==> src/rtl/i2cm_pkg.sv <==
// Shared types and constants for the I2C master byte engine.
// No dependencies; the top, i2cm_cfg and i2cm_core import this package.
package i2cm_pkg;

	localparam logic [7:0] DELAY_TICKS_RST = 8'd10;
	localparam logic [7:0] ACK_TIMEOUT_RST = 8'd50;

	localparam int unsigned PADDR_W = 3;

	localparam logic REG_DELAY_TICKS = 1'b0;
	localparam logic REG_ACK_TIMEOUT = 1'b1;

	localparam logic [2:0] FUNC_NONE      = 3'd0;
	localparam logic [2:0] FUNC_START     = 3'd1;
	localparam logic [2:0] FUNC_STOP      = 3'd2;
	localparam logic [2:0] FUNC_WRITE     = 3'd3;
	localparam logic [2:0] FUNC_READ_ACK  = 3'd4;
	localparam logic [2:0] FUNC_READ_NACK = 3'd5;

	typedef enum logic [18:0] {
		PH_IDLE   = 19'h00001,
		PH_S_A    = 19'h00002,
		PH_S_B    = 19'h00004,
		PH_S_C    = 19'h00008,
		PH_P_A    = 19'h00010,
		PH_P_B    = 19'h00020,
		PH_P_C    = 19'h00040,
		PH_P_D    = 19'h00080,
		PH_W_BIT  = 19'h00100,
		PH_W_HI   = 19'h00200,
		PH_W_LO   = 19'h00400,
		PH_A_REL  = 19'h00800,
		PH_A_HI   = 19'h01000,
		PH_A_POLL = 19'h02000,
		PH_R_LO   = 19'h04000,
		PH_R_HI   = 19'h08000,
		PH_K_DATA = 19'h10000,
		PH_K_HI   = 19'h20000,
		PH_K_END  = 19'h40000
	} phase_t;

	typedef struct packed {
		logic [7:0] delay_ticks;
		logic [7:0] ack_timeout;
	} cfg_t;

	typedef struct packed {
		logic [2:0] func;
		logic [7:0] tx_byte;
		logic       sda_in;
	} item_t;

	typedef struct packed {
		logic       scl_out;
		logic       sda_out;
		logic       sda_drive;
		logic       busy_res;
		logic       done_res;
		logic       ok;
		logic [7:0] rx_byte;
	} res_t;

endpackage

==> src/rtl/i2cm_in_if.sv <==
// Command/tick channel into the I2C master byte engine.
// Standalone; valid/ready handshake with the tick payload.
interface i2cm_in_if;
	logic       valid;
	logic       ready;
	logic [2:0] func;
	logic [7:0] tx_byte;
	logic       sda_in;

	modport source (output valid, func, tx_byte, sda_in, input ready);
	modport sink (input valid, func, tx_byte, sda_in, output ready);
endinterface

==> src/rtl/i2cm_out_if.sv <==
// Result channel out of the I2C master byte engine.
// Standalone; valid/ready handshake with pin levels and status.
interface i2cm_out_if;
	logic       valid;
	logic       ready;
	logic       scl_out;
	logic       sda_out;
	logic       sda_drive;
	logic       busy_res;
	logic       done_res;
	logic       ok;
	logic [7:0] rx_byte;

	modport source (output valid, scl_out, sda_out, sda_drive, busy_res, done_res, ok,
		rx_byte, input ready);
	modport sink (input valid, scl_out, sda_out, sda_drive, busy_res, done_res, ok,
		rx_byte, output ready);
endinterface

==> src/rtl/i2c_master_byte_engine_top.sv <==
// Top level of the I2C master byte engine: input register, sequencer, result register.
// Depends on i2cm_pkg, i2cm_in_if, i2cm_out_if, i2cm_cfg, i2cm_core.
// Each input transaction is one bus timing tick and yields exactly one result
// transaction carrying SCL/SDA levels, SDA drive enable and command status.
// Throughput is one tick per clock while the result side accepts; each tick is held
// in the input register, then the result register, with the sequencer step between them.
// Output backpressure stalls the input side once both registers hold data.
// Configuration writes go through the APB port and take effect on the next tick.
module i2c_master_byte_engine_top (
	input  logic                          clk,
	input  logic                          arst_n,
	i2cm_in_if.sink                       in_ch,
	i2cm_out_if.source                    out_ch,
	input  logic                          psel,
	input  logic                          penable,
	input  logic                          pwrite,
	input  logic [i2cm_pkg::PADDR_W-1:0]  paddr,
	input  logic [31:0]                   pwdata,
	output logic [31:0]                   prdata,
	output logic                          pready
);
	import i2cm_pkg::*;

	cfg_t  cfg;
	item_t item_s1;
	logic  vld_s1;
	res_t  res;
	res_t  res_q;
	logic  res_vld_q;
	logic  adv;
	logic  in_acc;

	assign adv          = vld_s1 && (!res_vld_q || out_ch.ready);
	assign in_ch.ready  = !vld_s1 || adv;
	assign in_acc       = in_ch.valid && in_ch.ready;

	i2cm_cfg u_cfg (
		.clk     (clk),
		.arst_n  (arst_n),
		.psel    (psel),
		.penable (penable),
		.pwrite  (pwrite),
		.paddr   (paddr),
		.pwdata  (pwdata),
		.prdata  (prdata),
		.pready  (pready),
		.cfg     (cfg)
	);

	i2cm_core u_core (
		.clk    (clk),
		.arst_n (arst_n),
		.step   (adv),
		.item   (item_s1),
		.cfg    (cfg),
		.res    (res)
	);

	always_ff @(posedge clk or negedge arst_n) begin
		if (!arst_n) begin
			vld_s1    <= 1'b0;
			res_vld_q <= 1'b0;
		end else begin
			vld_s1    <= in_acc || (vld_s1 && !adv);
			res_vld_q <= adv || (res_vld_q && !out_ch.ready);
		end
	end

	always_ff @(posedge clk) begin
		if (in_acc) begin
			item_s1.func    <= in_ch.func;
			item_s1.tx_byte <= in_ch.tx_byte;
			item_s1.sda_in  <= in_ch.sda_in;
		end
		if (adv) begin
			res_q <= res;
		end
	end

	assign out_ch.valid     = res_vld_q;
	assign out_ch.scl_out   = res_q.scl_out;
	assign out_ch.sda_out   = res_q.sda_out;
	assign out_ch.sda_drive = res_q.sda_drive;
	assign out_ch.busy_res  = res_q.busy_res;
	assign out_ch.done_res  = res_q.done_res;
	assign out_ch.ok        = res_q.ok;
	assign out_ch.rx_byte   = res_q.rx_byte;
endmodule

==> src/rtl/i2cm_cfg.sv <==
// APB-style register port: delay_ticks and ack_timeout.
// Depends on i2cm_pkg.
module i2cm_cfg (
	input  logic                          clk,
	input  logic                          arst_n,
	input  logic                          psel,
	input  logic                          penable,
	input  logic                          pwrite,
	input  logic [i2cm_pkg::PADDR_W-1:0]  paddr,
	input  logic [31:0]                   pwdata,
	output logic [31:0]                   prdata,
	output logic                          pready,
	output i2cm_pkg::cfg_t                cfg
);
	import i2cm_pkg::*;

	cfg_t cfg_q;
	logic wr;
	logic idx;

	assign pready = 1'b1;
	assign wr     = psel && penable && pwrite;
	assign idx    = paddr[2];
	assign cfg    = cfg_q;

	always_ff @(posedge clk or negedge arst_n) begin
		if (!arst_n) begin
			cfg_q.delay_ticks <= DELAY_TICKS_RST;
			cfg_q.ack_timeout <= ACK_TIMEOUT_RST;
		end else if (wr) begin
			case (idx)
				REG_DELAY_TICKS: cfg_q.delay_ticks <= pwdata[7:0];
				REG_ACK_TIMEOUT: cfg_q.ack_timeout <= pwdata[7:0];
				default: ;
			endcase
		end
	end

	always_comb begin
		case (idx)
			REG_DELAY_TICKS: prdata = {24'd0, cfg_q.delay_ticks};
			REG_ACK_TIMEOUT: prdata = {24'd0, cfg_q.ack_timeout};
			default:         prdata = 32'd0;
		endcase
	end
endmodule

==> src/rtl/i2cm_core.sv <==
// Bus sequencer state and the one-tick step logic.
// Depends on i2cm_pkg; state advances only when step is high.
module i2cm_core (
	input  logic            clk,
	input  logic            arst_n,
	input  logic            step,
	input  i2cm_pkg::item_t item,
	input  i2cm_pkg::cfg_t  cfg,
	output i2cm_pkg::res_t  res
);
	import i2cm_pkg::*;

	phase_t     phase_q, n_phase, tgt;
	logic [3:0] bc_q, n_bc;
	logic [7:0] shift_q, n_shift;
	logic [7:0] dcnt_q, n_dcnt;
	logic [1:0] unit_q, n_unit;
	logic [7:0] poll_q, n_poll;
	logic       scl_q, n_scl;
	logic       sda_q, n_sda;
	logic       drv_q, n_drv;
	logic       sack_q, n_sack;
	logic       do_enter;
	logic       done, okv;
	logic [7:0] rx;
	logic [7:0] ulen;

	function automatic phase_t successor(input phase_t ph, input logic [3:0] bc);
		case (ph)
			PH_S_A:    successor = PH_S_B;
			PH_S_B:    successor = PH_S_C;
			PH_P_A:    successor = PH_P_B;
			PH_P_B:    successor = PH_P_C;
			PH_P_C:    successor = PH_P_D;
			PH_W_BIT:  successor = PH_W_HI;
			PH_W_HI:   successor = PH_W_LO;
			PH_W_LO:   successor = (bc >= 4'd8) ? PH_A_REL : PH_W_BIT;
			PH_A_REL:  successor = PH_A_HI;
			PH_A_HI:   successor = PH_A_POLL;
			PH_A_POLL: successor = PH_A_POLL;
			PH_R_LO:   successor = PH_R_HI;
			PH_R_HI:   successor = (bc >= 4'd8) ? PH_K_DATA : PH_R_LO;
			PH_K_DATA: successor = PH_K_HI;
			PH_K_HI:   successor = PH_K_END;
			default:   successor = PH_IDLE;
		endcase
	endfunction

	assign ulen = (cfg.delay_ticks == 8'd0) ? 8'd1 : cfg.delay_ticks;

	always_comb begin
		n_phase  = phase_q;
		n_bc     = bc_q;
		n_shift  = shift_q;
		n_dcnt   = dcnt_q;
		n_unit   = unit_q;
		n_poll   = poll_q;
		n_scl    = scl_q;
		n_sda    = sda_q;
		n_drv    = drv_q;
		n_sack   = sack_q;
		done     = 1'b0;
		okv      = 1'b0;
		rx       = 8'd0;
		do_enter = 1'b0;
		tgt      = PH_IDLE;

		if (phase_q == PH_IDLE) begin
			case (item.func)
				FUNC_START: begin
					do_enter = 1'b1;
					tgt      = PH_S_A;
				end
				FUNC_STOP: begin
					n_sack   = 1'b1;
					do_enter = 1'b1;
					tgt      = PH_P_A;
				end
				FUNC_WRITE: begin
					n_drv    = 1'b1;
					n_scl    = 1'b0;
					n_shift  = item.tx_byte;
					n_bc     = 4'd0;
					do_enter = 1'b1;
					tgt      = PH_W_BIT;
				end
				FUNC_READ_ACK, FUNC_READ_NACK: begin
					n_sack   = (item.func == FUNC_READ_ACK);
					n_drv    = 1'b0;
					n_shift  = 8'd0;
					n_bc     = 4'd0;
					do_enter = 1'b1;
					tgt      = PH_R_LO;
				end
				default: ;
			endcase
		end else if (dcnt_q > 8'd1) begin
			n_dcnt = dcnt_q - 8'd1;
		end else if (unit_q != 2'd0) begin
			n_unit = unit_q - 2'd1;
			n_dcnt = ulen;
		end else begin
			do_enter = 1'b1;
			tgt      = successor(phase_q, bc_q);
		end

		if (do_enter) begin
			n_phase = tgt;
			n_dcnt  = ulen;
			n_unit  = (tgt inside {PH_S_B, PH_P_A, PH_P_C, PH_R_LO, PH_R_HI}) ? 2'd1 : 2'd0;
			case (tgt)
				PH_S_A: begin
					n_drv = 1'b1;
					n_sda = 1'b1;
					if (!item.sda_in) begin
						n_phase = PH_IDLE;
						done    = 1'b1;
					end else begin
						n_scl = 1'b1;
					end
				end
				PH_S_B: begin
					n_sda = 1'b0;
					if (item.sda_in) begin
						n_phase = PH_IDLE;
						done    = 1'b1;
					end
				end
				PH_S_C: begin
					n_scl   = 1'b0;
					n_phase = PH_IDLE;
					done    = 1'b1;
					okv     = 1'b1;
				end
				PH_P_A: begin
					n_drv = 1'b1;
					n_scl = 1'b0;
					n_sda = 1'b0;
				end
				PH_P_B: n_scl = 1'b1;
				PH_P_C: n_sda = 1'b1;
				PH_P_D: begin
					n_phase = PH_IDLE;
					done    = 1'b1;
					okv     = sack_q;
				end
				PH_W_BIT: begin
					n_sda   = n_shift[7];
					n_shift = {n_shift[6:0], 1'b0};
				end
				PH_W_HI: n_scl = 1'b1;
				PH_W_LO: begin
					n_scl = 1'b0;
					n_bc  = bc_q + 4'd1;
				end
				PH_A_REL: begin
					n_drv = 1'b0;
					n_sda = 1'b1;
				end
				PH_A_HI: begin
					n_scl  = 1'b1;
					n_poll = 8'd0;
				end
				PH_A_POLL: begin
					if (!item.sda_in) begin
						n_scl   = 1'b0;
						n_phase = PH_IDLE;
						done    = 1'b1;
						okv     = 1'b1;
					end else if (poll_q >= cfg.ack_timeout) begin
						// give up: fall into the stop sequence, reported as a failure
						n_sack  = 1'b0;
						n_phase = PH_P_A;
						n_unit  = 2'd1;
						n_drv   = 1'b1;
						n_scl   = 1'b0;
						n_sda   = 1'b0;
					end else begin
						n_poll = poll_q + 8'd1;
					end
				end
				PH_R_LO: n_scl = 1'b0;
				PH_R_HI: begin
					n_scl   = 1'b1;
					n_shift = {shift_q[6:0], item.sda_in};
					n_bc    = bc_q + 4'd1;
				end
				PH_K_DATA: begin
					n_scl = 1'b0;
					n_drv = 1'b1;
					n_sda = !sack_q;
				end
				PH_K_HI: n_scl = 1'b1;
				PH_K_END: begin
					n_scl   = 1'b0;
					rx      = shift_q;
					n_phase = PH_IDLE;
					done    = 1'b1;
					okv     = 1'b1;
				end
				default: n_phase = PH_IDLE;
			endcase
		end
	end

	always_ff @(posedge clk or negedge arst_n) begin
		if (!arst_n) begin
			phase_q <= PH_IDLE;
			bc_q    <= 4'd0;
			shift_q <= 8'd0;
			dcnt_q  <= 8'd0;
			unit_q  <= 2'd0;
			poll_q  <= 8'd0;
			scl_q   <= 1'b1;
			sda_q   <= 1'b1;
			drv_q   <= 1'b1;
			sack_q  <= 1'b0;
		end else if (step) begin
			phase_q <= n_phase;
			bc_q    <= n_bc;
			shift_q <= n_shift;
			dcnt_q  <= n_dcnt;
			unit_q  <= n_unit;
			poll_q  <= n_poll;
			scl_q   <= n_scl;
			sda_q   <= n_sda;
			drv_q   <= n_drv;
			sack_q  <= n_sack;
		end
	end

	assign res.scl_out   = n_scl;
	assign res.sda_out   = n_sda;
	assign res.sda_drive = n_drv;
	assign res.busy_res  = (n_phase != PH_IDLE);
	assign res.done_res  = done;
	assign res.ok        = okv;
	assign res.rx_byte   = rx;
endmodule
==> src/flat_wrapper.sv <==
// flat-port wrapper written by rule: the top's interface ports become plain ports
module i2c_master_byte_engine_top_flat import i2cm_pkg::*;
  (clk, arst_n, psel, penable, pwrite, paddr, pwdata, prdata, pready, in_ch_valid, in_ch_func, in_ch_tx_byte, in_ch_sda_in, in_ch_ready, out_ch_valid, out_ch_scl_out, out_ch_sda_out, out_ch_sda_drive, out_ch_busy_res, out_ch_done_res, out_ch_ok, out_ch_rx_byte, out_ch_ready);
  i2cm_in_if in_ch_i ();
  i2cm_out_if out_ch_i ();
  input  logic clk;
  input  logic arst_n;
  input  logic psel;
  input  logic penable;
  input  logic pwrite;
  input  logic [i2cm_pkg::PADDR_W-1:0] paddr;
  input  logic [31:0] pwdata;
  output logic [31:0] prdata;
  output logic pready;
  input wire logic [$bits(in_ch_i.valid)-1:0] in_ch_valid;
  input wire logic [$bits(in_ch_i.func)-1:0] in_ch_func;
  input wire logic [$bits(in_ch_i.tx_byte)-1:0] in_ch_tx_byte;
  input wire logic [$bits(in_ch_i.sda_in)-1:0] in_ch_sda_in;
  output wire logic [$bits(in_ch_i.ready)-1:0] in_ch_ready;
  output wire logic [$bits(out_ch_i.valid)-1:0] out_ch_valid;
  output wire logic [$bits(out_ch_i.scl_out)-1:0] out_ch_scl_out;
  output wire logic [$bits(out_ch_i.sda_out)-1:0] out_ch_sda_out;
  output wire logic [$bits(out_ch_i.sda_drive)-1:0] out_ch_sda_drive;
  output wire logic [$bits(out_ch_i.busy_res)-1:0] out_ch_busy_res;
  output wire logic [$bits(out_ch_i.done_res)-1:0] out_ch_done_res;
  output wire logic [$bits(out_ch_i.ok)-1:0] out_ch_ok;
  output wire logic [$bits(out_ch_i.rx_byte)-1:0] out_ch_rx_byte;
  input wire logic [$bits(out_ch_i.ready)-1:0] out_ch_ready;
  assign in_ch_i.valid = in_ch_valid;
  assign in_ch_i.func = in_ch_func;
  assign in_ch_i.tx_byte = in_ch_tx_byte;
  assign in_ch_i.sda_in = in_ch_sda_in;
  assign in_ch_ready = in_ch_i.ready;
  assign out_ch_valid = out_ch_i.valid;
  assign out_ch_scl_out = out_ch_i.scl_out;
  assign out_ch_sda_out = out_ch_i.sda_out;
  assign out_ch_sda_drive = out_ch_i.sda_drive;
  assign out_ch_busy_res = out_ch_i.busy_res;
  assign out_ch_done_res = out_ch_i.done_res;
  assign out_ch_ok = out_ch_i.ok;
  assign out_ch_rx_byte = out_ch_i.rx_byte;
  assign out_ch_i.ready = out_ch_ready;
  i2c_master_byte_engine_top u_core (.clk(clk), .arst_n(arst_n), .in_ch(in_ch_i), .out_ch(out_ch_i), .psel(psel), .penable(penable), .pwrite(pwrite), .paddr(paddr), .pwdata(pwdata), .prdata(prdata), .pready(pready));
endmodule
==> config.mk <==
export PLATFORM = sky130hd
export DESIGN_NAME = i2c_master_byte_engine_top_flat
export DESIGN_NICKNAME = d
export VERILOG_FILES = /design/src/rtl/i2cm_pkg.sv /design/src/rtl/i2cm_in_if.sv /design/src/rtl/i2cm_out_if.sv /design/src/rtl/i2c_master_byte_engine_top.sv /design/src/rtl/i2cm_cfg.sv /design/src/rtl/i2cm_core.sv /design/src/flat_wrapper.sv
export SDC_FILE = /design/constraint.sdc
export NUM_CORES = 1
export LEC_CHECK = 0
export ABC_AREA = 1
export BUFFER_PORTS_ARGS = -buffer_cell sky130_fd_sc_hd__buf_4
export CAP_MARGIN = 15
export CORE_ASPECT_RATIO = 1.1
export CORE_MARGIN = 5
export CORE_UTILIZATION = 50
export DETAILED_ROUTE_END_ITERATION = 16
export PLACE_DENSITY_LB_ADDON = 0.2
export SETUP_SLACK_MARGIN = 0.02
export SYNTH_ARGS = -nofsm -noshare
export SYNTH_HDL_FRONTEND = slang
export SYNTH_SLANG_ARGS = --single-unit
==> constraint.sdc <==
create_clock -name clk -period 6.95 [get_ports clk]
set_clock_uncertainty 0.1 [all_clocks]
set_input_delay 1.39 -clock clk [delete_from_list [all_inputs] [get_ports clk]]
set_output_delay 1.39 -clock clk [all_outputs]
set_load 0.005 [all_outputs]
==> results_dict.tcl, run 1 <==
set metrics [dict create \
    clock_latency_ns 0.36 \
    crit_slowest_cell "inv_1" \
    die_w_um 115 \
    drive_above_1_share_pct 16.5 \
    postCtsSetupRepairBufs 0 \
    final_hold_viol_count 0 \
    critPathRequiredTime_ns 5.46 \
    synth-edff-count 26 \
    grt_pass1_vias 4993 \
    yosysSeqAreaShare_pct 42.7 \
    avgSynthCellArea_sq_um 7.87 \
    fmax_mhz 278 \
    grt_max_degree 72 \
    cts_made_buffers 9 \
    critPathCaptureType "output port" \
    setup.worst_path.class "in -> out" \
    critPathMaxFanout 12 \
    firstDrtPassIters 5 \
    yosys_most_used_dff "dfrtp_1" \
    powerDensity_nw_per_um2 249 \
    synth.cell_area_sq_um 6020 \
    drt-wirelength-per-cell_um 15.5 \
    ys_ff_latch 97 \
    maxSlewHeadroom_pct 37.8 \
    num_rows 42 \
    ys_warn_count 0 \
    worst_pin_slew_ns 0.934 \
    drt_iter0_markers 346 \
    cts_max_level 3 \
    maxCapViolCount 0 \
    vias 5273 \
    num_antenna_cells 0 \
    synthCells 765 \
    remaining_drc_errors 0 \
    slew_violations 0 \
    grt_util_all_layers_pct 21.5 \
    power_mw 1.68 \
    ys_async_sr_fraction_pct 73.2 \
    cts_tree "done" \
    grt_pass1_wl_um 24900 \
    hp-class "reg -> reg" \
    status "completed" \
    fin_util_pct 56.5 \
    ctsResizeCount 0 \
    die_h_um 125 \
    layout_min_cycle_time_ns 3.60 \
    leakage_nw 3.15 \
    dieArea_sq_um 14300 \
    path_cells "buf_4 > inv_1 > nand2_1 > o21ai_0 > buf_4" \
    cpLargestDelayFamily "buffers and inverters" \
    path_buf_inv 3 \
    hpwl_um 11200 \
    clk_pin_slew_ns 0.07 \
    finalSetupTns_ns 0 \
    routed_wl_um 15100 \
    cts_root_buf "clkbuf_16" \
    hold_buffers 0 \
    hold-path-cell-count 2 \
    antenna_found_initial 0 \
    synth_cell_types 56 \
    finalCritPeriodShare_pct 51.8 \
    numPortBuffers 51 \
    ff2ff_path_depth 14 \
    initial_core_util_pct 50.5 \
    final_area_sq_um 6740 \
    ir_worst_vdd_uv 207 \
    critPathMaxStageDelay_ns 0.23 \
    rsz0062_at_grt "false" \
    overflow 0 \
    pre_cts_slack_ns 3.39 \
    setup_slack_ns 3.35 \
    crit_top_cell "buf_4" \
    fill_cells 1124 \
    crit_cells 5 \
    final_nets 882 \
    dpl_cell_area_sq_um 6440 \
    core_area_sq_um 11900 \
    io_pins 103 \
    place.gp.congestion 0.914 \
    area_growth_pct 11.9 \
    clockBufferDepth 2 \
    antenna_left 0 \
    setup_violations 0 \
    avgViaCountPerCell 5.42 \
    arrival_ns 2.11 \
    cp-start-kind "input pin" \
    cts.sinks 97 \
]
## state kept, by name (all words and copies together), names as in the netlist, 4 cells and up
| register | cells |
|---|---|
| u_core.u_core.bc_q | 4 |
| u_core.out_ch.rx_byte | 8 |
| u_core.u_core.poll_q | 8 |
| u_core.item_s1 | 12 |
| u_core.u_cfg.cfg | 16 |
| u_core.u_core.phase_q | 19 |
| u_core.u_core.shift_q | 8 |
| u_core.u_core.dcnt_q | 8 |
## worst reg2reg max path: cells and delay by family (launching register included)
kind,cells,cell delay [ns]
AOI/OAI and AO/OA,2,0.33
DFF,1,0.42
and+or+nand+nor,12,1.87
## report_power, final
part           total [mW]  internal, mW  switching (mW)
Clock               0.501         0.254           0.247
Sequential          0.769         0.693          0.0759
Combinational       0.410         0.149           0.260
Total                1.68          1.10           0.583
## synthesized netlist by cell type (2+ instances only)
cell type | number | area, sq um
a211oi_1 | 4 | 30.0
a21oi_1 | 25 | 125
a21oi_2 | 2 | 17.5
and3_1 | 2 | 12.5
buf_4 | 25 | 188
buf_6 | 3 | 33.8
clkbuf_1 | 9 | 33.8
clkinv_1 | 2 | 7.51
conb_1 | 2 | 7.51
dfrtp_1 | 62 | 1550
dfstp_2 | 9 | 236
edfxtp_1 | 26 | 781
ha_1 | 14 | 175
inv_1 | 109 | 409
inv_2 | 7 | 26.3
nand2_1 | 137 | 514
nand2_2 | 10 | 62.6
nand2_4 | 3 | 33.8
nand3_1 | 47 | 235
nand3_2 | 3 | 30.0
nand3b_1 | 3 | 22.5
nand4_1 | 16 | 100
nor2_1 | 75 | 282
nor2_2 | 10 | 62.6
nor2_4 | 5 | 56.3
nor3_1 | 17 | 85.1
nor4_1 | 7 | 43.8
o2111ai_1 | 2 | 17.5
o211ai_2 | 2 | 25.0
o21ai_0 | 61 | 305
o21ai_1 | 11 | 55.1
o21ai_2 | 2 | 17.5
o22ai_1 | 15 | 93.8
o32ai_1 | 4 | 35.0
or2_2 | 6 | 37.5
xor2_1 | 8 | 70.1
## kinds of logic (layout without fill, tap and decap cells)
kind of cell / after synthesis / count (layout) / synth area share (%)
compound gates: 141 / 141 / 14.1
xor+xnor: 9 / 9 / 1.31
fa+ha+maj: 14 / 14 / 2.91
buf+inv: 156 / 187 / 11.7
flops: 97 / 97 / 42.7
mux: 1 / 1 / 0.166
other cells: 2 / 25 / 0.125
simple gates: 345 / 345 / 27.1
## per-layer routing
layer / vias up / routed length, um / track usage, %
met3: 21 / 931 / 4.01
met5: - / 0 / 0
met1: 2483 / 6450 / 28.7
li1: 2597 / - / -
met4: 0 / 285 / 6.22
met2: 172 / 7390 / 35.5
## through the flow
stage	hold WS, ns	std cells
6_report	0.372	973
5_1_grt	0.397	973
4_1_cts	0.372	973
3_5_place_dp	0.359	957
3_3_place_gp	0.357	957
2_1_floorplan	0.348	788
## layout make-up
type | instances | area (sq um) | share of cell area (%)
Multi-Input combinational cell | 535 | 2830 | 42.1
Tap cell | 154 | 193 | 2.86
Clock inverter | 7 | 75.1 | 1.11
Sequential cell | 97 | 2570 | 38.1
Inverter | 118 | 443 | 6.58
Timing Repair Buffer | 53 | 398 | 5.91
Clock buffer | 9 | 225 | 3.34
## placed cells by master, fill, tap and decap left out, types with 2 or more instances in the layout
master	n
o32ai_1	4
inv_1	109
nor4_1	7
nor2_1	75
a211oi_1	4
nand4_1	16
o21ai_1	11
clkinv_1	2
nor2_2	10
dfrtp_1	62
nor3_1	17
nand3_2	3
nand2_1	137
ha_1	14
a21oi_1	25
o22ai_1	15
a21oi_2	2
nand3_1	47
conb_1	25
o21ai_0	61
and3_1	2
xor2_1	8
nor2_4	5
inv_2	7
inv_6	3
edfxtp_1	26
nand2_2	10
o2111ai_1	2
or2_2	6
dfstp_2	9
nand2_4	3
nand3b_1	3
clkinv_8	2
buf_4	53
o21ai_2	2
o211ai_2	2
clkbuf_16	9
## final timing paths
kind | slack (ns) | start | to
worst max-delay path | 3.35 | paddr[2] | prdata[5]
worst min-delay path | 0.37 | u_core.u_core.scl_q | u_core.u_core.scl_q
worst max register to register | 4.10 | u_core.u_core.phase_q[15] | u_core.u_core.bc_q[3]
worst min register to register | 0.37 | u_core.u_core.scl_q | u_core.u_core.scl_q
max in group asynchronous | 5.07 | arst_n | u_core.u_cfg.cfg[13]
min in group asynchronous | 1.07 | arst_n | u_core.u_core.phase_q[10]
No activity file was read; power rests on OpenSTA's default activity.
==> run 2, diff against run 1 <==
ABC_AREA = 0   (was 1)
clock period = 2.9 ns   (was 6.95 ns; I/O delays follow)
==> run 2 against run 1 <==
Net effect: the run now ends with negative setup slack left; via count shrank 2.4%; global-route usage increased by 2.8 points; critical path depth grew 2; sequential cell count is the same; cell count decreased by 9.9%; critical endpoint is now u_core.u_core.sda_q; highest routed layer unchanged.
==> results_dict.tcl, run 2 <==
set metrics [dict create \
    status "finished with violations" \
    violations "negative setup slack" \
    crit_top_cell "or4_4" \
    cts_root_buf "clkbuf_16" \
    dieArea_sq_um 13600 \
    antenna_found_initial 0 \
    fin_util_pct 66.6 \
    worst_pin_slew_ns 0.929 \
    numPortBuffers 51 \
    vias 5147 \
    cts_made_buffers 9 \
    synthCells 606 \
    maxCapViolCount 0 \
    avgSynthCellArea_sq_um 9.38 \
    ys_top_cells_by_area "dfrtp_1, edfxtp_1, mux2_2" \
    overflow 0 \
    hold_slack_ns 0.280 \
    remaining_drc_errors 0 \
    synth_top_area_cell "dfrtp_1" \
    io_pins 103 \
    critPathRequiredTime_ns 3.07 \
    critPathMaxStageDelay_ns 0.53 \
    final_area_sq_um 7330 \
    num_antenna_cells 0 \
    final_nets 793 \
    final_hold_viol_count 0 \
    critPathCaptureType "flop" \
    hpwl_um 12200 \
    yosys_most_used_dff "dfrtp_1" \
    grt_pass1_wl_um 26500 \
    final_common_cell "buf_4" \
    largest_register_ffs 19 \
    drt-wirelength-per-cell_um 18.6 \
    routed_wl_um 16300 \
    yosysSeqAreaShare_pct 45.2 \
    grt_pass1_vias 5240 \
    critPathMaxFanout 2 \
    hp-class "in -> async" \
    arrival_ns 3.25 \
    fmax_mhz 325 \
    core_area_sq_um 11000 \
    clockBufferDepth 2 \
    setup_violations 16 \
    initial_core_util_pct 51.6 \
    layout_min_cycle_time_ns 3.08 \
    path_cells "or4_4 > or4_4 > or4_4 > and3_4 > o21a_1 > or4_4 > mux2_4" \
    synth_most_common_cell "dfrtp_1" \
    ys_warn_count 0 \
    cts.sinks 97 \
    power_mw 5.05 \
    slew_violations 0 \
    antenna_left 0 \
    layoutNonFillerInstCount 877 \
    cp-start-kind "flop" \
    firstDrtPassIters 5 \
    rsz0062_at_grt "true" \
    dpl_cell_area_sq_um 6700 \
    ys_ff_latch 97 \
    setup_slack_ns -0.178 \
    die_w_um 112 \
    final_cell_mix "buf_4, dfrtp_1, nand2_1" \
    cts_max_level 3 \
    grt_max_degree 72 \
    cts_tree "done" \
    area_growth_pct 28.9 \
    clk_pin_slew_ns 0.07 \
    leakage_nw 3.24 \
    drt_iter0_markers 399 \
    setup.worst_path.class "reg -> reg" \
    clock_latency_ns 0.34 \
    crit_slowest_cell "or4_4" \
    synth-edff-count 26 \
    top_register "u_core.u_core.phase_q" \
    synth.cell_area_sq_um 5690 \
    ys_async_sr_fraction_pct 73.2 \
    fill_cells 908 \
    synth_top_area_share_pct 27.3 \
    drive_above_1_share_pct 32.7 \
    powerDensity_nw_per_um2 689 \
    grt_util_all_layers_pct 24.2 \
    finalCritPeriodShare_pct 106 \
    num_rows 40 \
    die_h_um 122 \
    place.gp.congestion 0.972 \
    ir_worst_vdd_uv 435 \
    synth_cell_types 60 \
    maxSlewHeadroom_pct 38.0 \
    dpl.cell_count 856 \
    avgViaCountPerCell 5.87 \
    synth_common_cells "dfrtp_1, nand2_1, o21ai_0, nor2_1, mux2_2" \
]
-- run 2: layout make-up --
cell class | instances | area [sq um] | share of cell area, %
Multi-Input combinational cell | 455 | 3130 | 42.7
Sequential cell | 97 | 2570 | 35.0
Timing Repair Buffer | 137 | 1050 | 14.4
Clock buffer | 10 | 229 | 3.12
Tap cell | 147 | 184 | 2.51
Inverter | 25 | 93.8 | 1.28
Clock inverter | 6 | 67.6 | 0.922
-- run 2: power breakdown --
part           leakage (nW)  internal, mW  switching (mW)  total, mW
logic                  1.95         0.889            1.06       1.95
clock network         0.139         0.672           0.524       1.20
registers              1.14          1.67           0.230       1.90
-- run 2: worst paths after layout --
check	to	startpoint	cells past startpoint	slack (ns)
setup / recovery	u_core.u_core.sda_q	u_core.u_core.phase_q[0]	7	-0.18
hold / removal	u_core.u_core.phase_q[6]	arst_n	1	0.28
setup reg to reg	u_core.u_core.sda_q	u_core.u_core.phase_q[0]	7	-0.18
hold reg to reg	u_core.u_core.shift_q[2]	u_core.item_s1[2]	2	0.37
max in group asynchronous	u_core.u_core.poll_q[4]	arst_n	1	1.83
min in group clk	u_core.item_s1[5]	in_ch_tx_byte[4]	1	0.31
-- run 2: metrics by stage --
stage | setup TNS [ns] | setup slack, ns
2_1_floorplan | -0.975 | -0.342
3_3_place_gp | -3.68 | -0.256
3_5_place_dp | -4.41 | -0.297
4_1_cts | -0.564 | -0.180
5_1_grt | -2.55 | -0.224
6_report | -0.683 | -0.178
-- run 2: worst max-delay path: cells and delay by family (launching register included) --
kind               cells  cell delay, ns
muxes                  1            0.27
AOI/OAI and AO/OA      1            0.16
and+or+nand+nor        5            2.11
DFF                    1            0.37
-- run 2: logic make-up after synthesis --
family | share of synthesized area, %
adder cells (fa/ha/maj) | 3.08
XOR/XNOR | 0.308
AND/OR/NAND/NOR | 23.8
multiplexers | 5.61
other | 0.132
buffers and inverters | 6.80
flip-flops | 45.2
AO/OA/AOI/OAI | 15.1
-- run 2: layer usage --
layer / routed length, um / vias up / GRT usage [%]
met5: 0 / - / 0
met3: 921 / 40 / 3.58
li1: - / 2430 / -
met2: 8080 / 197 / 40.5
met4: 555 / 0 / 11.0
met1: 6790 / 2480 / 31.3
-- run 2: timing repair --
| item | CTS | global route |
|---|---|---|
| pin swaps | 8 | 7 |
| resized for setup | 35 | 34 |
| buffers inserted | 3 | 2 |
| setup endpoints to repair | 33 | 44 |
| hold buffers | 0 | 0 |
==> run 3, diff against run 2 <==
SKIP_CTS_REPAIR_TIMING = 1   (was not set)
==> run 3 against run 2 <==
Net effect: the run still ends with negative setup slack left; die area unchanged; sequential share of layout area increased by 0.46 points; non-clock buffer count decreased by 1; total power decreased by 0.53%; sequential cell count unchanged; register-to-register slack got worse by 0.03 ns; design area decreased by 1.3%; critical endpoint unchanged; largest power group unchanged; highest routed layer unchanged.
==> results_dict.tcl, run 3 (synthesis results as in run 2) <==
set metrics [dict create \
    p_switching_mw 1.81 \
    drt-wirelength-per-cell_um 18.7 \
    combPwrFrac_pct 38.2 \
    rsz0062_at_grt "true" \
    finalCritPeriodShare_pct 107 \
    area_growth_pct 27.2 \
    remaining_drc_errors 0 \
    vias 5153 \
    ir_worst_vdd_uv 431 \
    initial_core_util_pct 51.6 \
    critPathMaxStageDelay_ns 0.54 \
    met1_usage_pct 30.7 \
    cts_tree "done" \
    cts_max_level 3 \
    clockPowerShare_pct 23.9 \
    num_rows 40 \
    critPathMaxFanout 2 \
    layoutNonFillerInstCount 876 \
    final_hold_viol_count 0 \
    crit_top_cell "or4_4" \
    dieArea_sq_um 13600 \
    p_seq_share_pct 37.9 \
    numPortBuffers 51 \
    core_area_sq_um 11000 \
    hp-class "in -> async" \
    worst_pin_slew_ns 0.940 \
    dpl.cell_count 856 \
    die_w_um 112 \
    maxSlewHeadroom_pct 37.3 \
    busiest_layer "met2" \
    p_int_mw 3.21 \
    grt_pass1_wl_um 26100 \
    ff2ff_path_depth 7 \
    place.gp.congestion 0.972 \
    leakage_nw 3.22 \
    drt_iter0_markers 309 \
    status "finished with violations" \
    setup_violations 14 \
    powerDensity_nw_per_um2 694 \
    p_sw_share_pct 36.0 \
    grt_util_all_layers_pct 23.9 \
    final_cell_mix "buf_4, dfrtp_1, nand2_1" \
    r2r-start "u_core.u_core.phase_q[1]" \
    grt_pass1_vias 5129 \
    clk_pin_slew_ns 0.07 \
    layout_min_cycle_time_ns 3.11 \
    cts.sinks 97 \
    num_antenna_cells 0 \
    finalSetupTns_ns -0.835 \
    setup_slack_ns -0.212 \
    clock_latency_ns 0.34 \
    final_common_cell "buf_4" \
    io_pins 103 \
    largest_register_ffs 19 \
    routed_wl_um 16400 \
    maxCapViolCount 0 \
    cts_root_buf "clkbuf_16" \
    hpwl_um 12200 \
    cp-start-kind "flop" \
    avgViaCountPerCell 5.88 \
    antenna_left 0 \
    use_met2_pct 40.6 \
    path_cells "or4_4 > or4_4 > or4_4 > and3_4 > o21a_1 > or4_4 > mux2_4" \
    clockBufferDepth 2 \
    final_nets 792 \
    violations "negative setup slack" \
    slew_violations 0 \
    firstDrtPassIters 5 \
    cts_made_buffers 9 \
    setup.worst_path.class "reg -> reg" \
    arrival_ns 3.29 \
    critPathRequiredTime_ns 3.07 \
    drive_above_1_share_pct 31.8 \
    antenna_found_initial 0 \
    crit_slowest_cell "or4_4" \
    die_h_um 122 \
    top_register "u_core.u_core.phase_q" \
    overflow 0 \
    critPathCaptureType "flop" \
    grt_use_met3_pct 4.07 \
    rrSetupSlack_ns -0.21 \
    fmax_mhz 321 \
    fill_cells 928 \
    grt_max_degree 72 \
    r2r-end "u_core.u_core.sda_q" \
]
run 3: cell count changes in the layout (fill, tap and decap cells not counted), moves of 2 or more:
cell | before | now
o31ai_2 | 5 | 7
buf_6 | 7 | 4
o21ai_1 | 10 | 14
o21ai_0 | 30 | 28
o31ai_4 | 4 | 1
o21ai_4 | 2 | 0
run 3: power groups by stage:
stage / combinational, mW / sequential (mW) / clock, mW
final: 1.92 / 1.90 / 1.20
after global routing: 2.09 / 1.93 / 1.28
after CTS: 1.78 / 1.90 / 1.23
after detailed placement: 1.76 / 1.92 / 0
after global placement: 1.73 / 1.91 / 0
after floorplan: 1.10 / 1.86 / 0
run 3: cell type report:
type,instances,area (sq um),area share [%]
multi-input cells,455,3050,42.2
flip-flops and latches,97,2570,35.5
repair buffers,136,1040,14.4
clock buffers,10,229,3.16
well taps,147,184,2.54
inverters,25,93.8,1.30
clock inverters,6,67.6,0.934
run 3: layer usage:
metal	wire length [um]	share of wire, %	vias up
li1	-	-	2420
met1	6880	42	2500
met2	8120	49	193
met3	907	5.5	40
met4	500	3.0	0
met5	0	0	-
run 3: worst max path at each step:
stage	startpoint	endpoint	slack, ns
floorplan	u_core.u_core.phase_q[3]	u_core.u_core.sda_q	-0.34
global route	u_core.u_core.phase_q[1]	u_core.u_core.sda_q	-0.24
detailed placement	u_core.u_core.phase_q[3]	u_core.u_core.poll_q[4]	-0.30
finish	u_core.u_core.phase_q[1]	u_core.u_core.sda_q	-0.21
global placement	u_core.u_core.phase_q[3]	u_core.u_core.sda_q	-0.26
CTS	u_core.u_core.phase_q[3]	u_core.u_core.poll_q[4]	-0.30
run 3: stage by stage:
step	instance area [sq um]	hold WS (ns)	power [mW]	worst slack (ns)	utilization, %
global route	7240	0.291	5.31	-0.240	65.7
CTS	6990	0.297	4.90	-0.298	63.5
detailed placement	6700	0.368	3.68	-0.297	60.8
finish	7240	0.248	5.02	-0.212	65.7
floorplan	5830	0.184	2.96	-0.342	-
global placement	6700	0.357	3.63	-0.256	60.8
run 3: worst max-delay path: cells and delay by family (launching register included):
family / cells / cell delay, ns
flops: 1 / 0.38
mux: 1 / 0.27
compound gates: 1 / 0.17
simple gates: 5 / 2.12
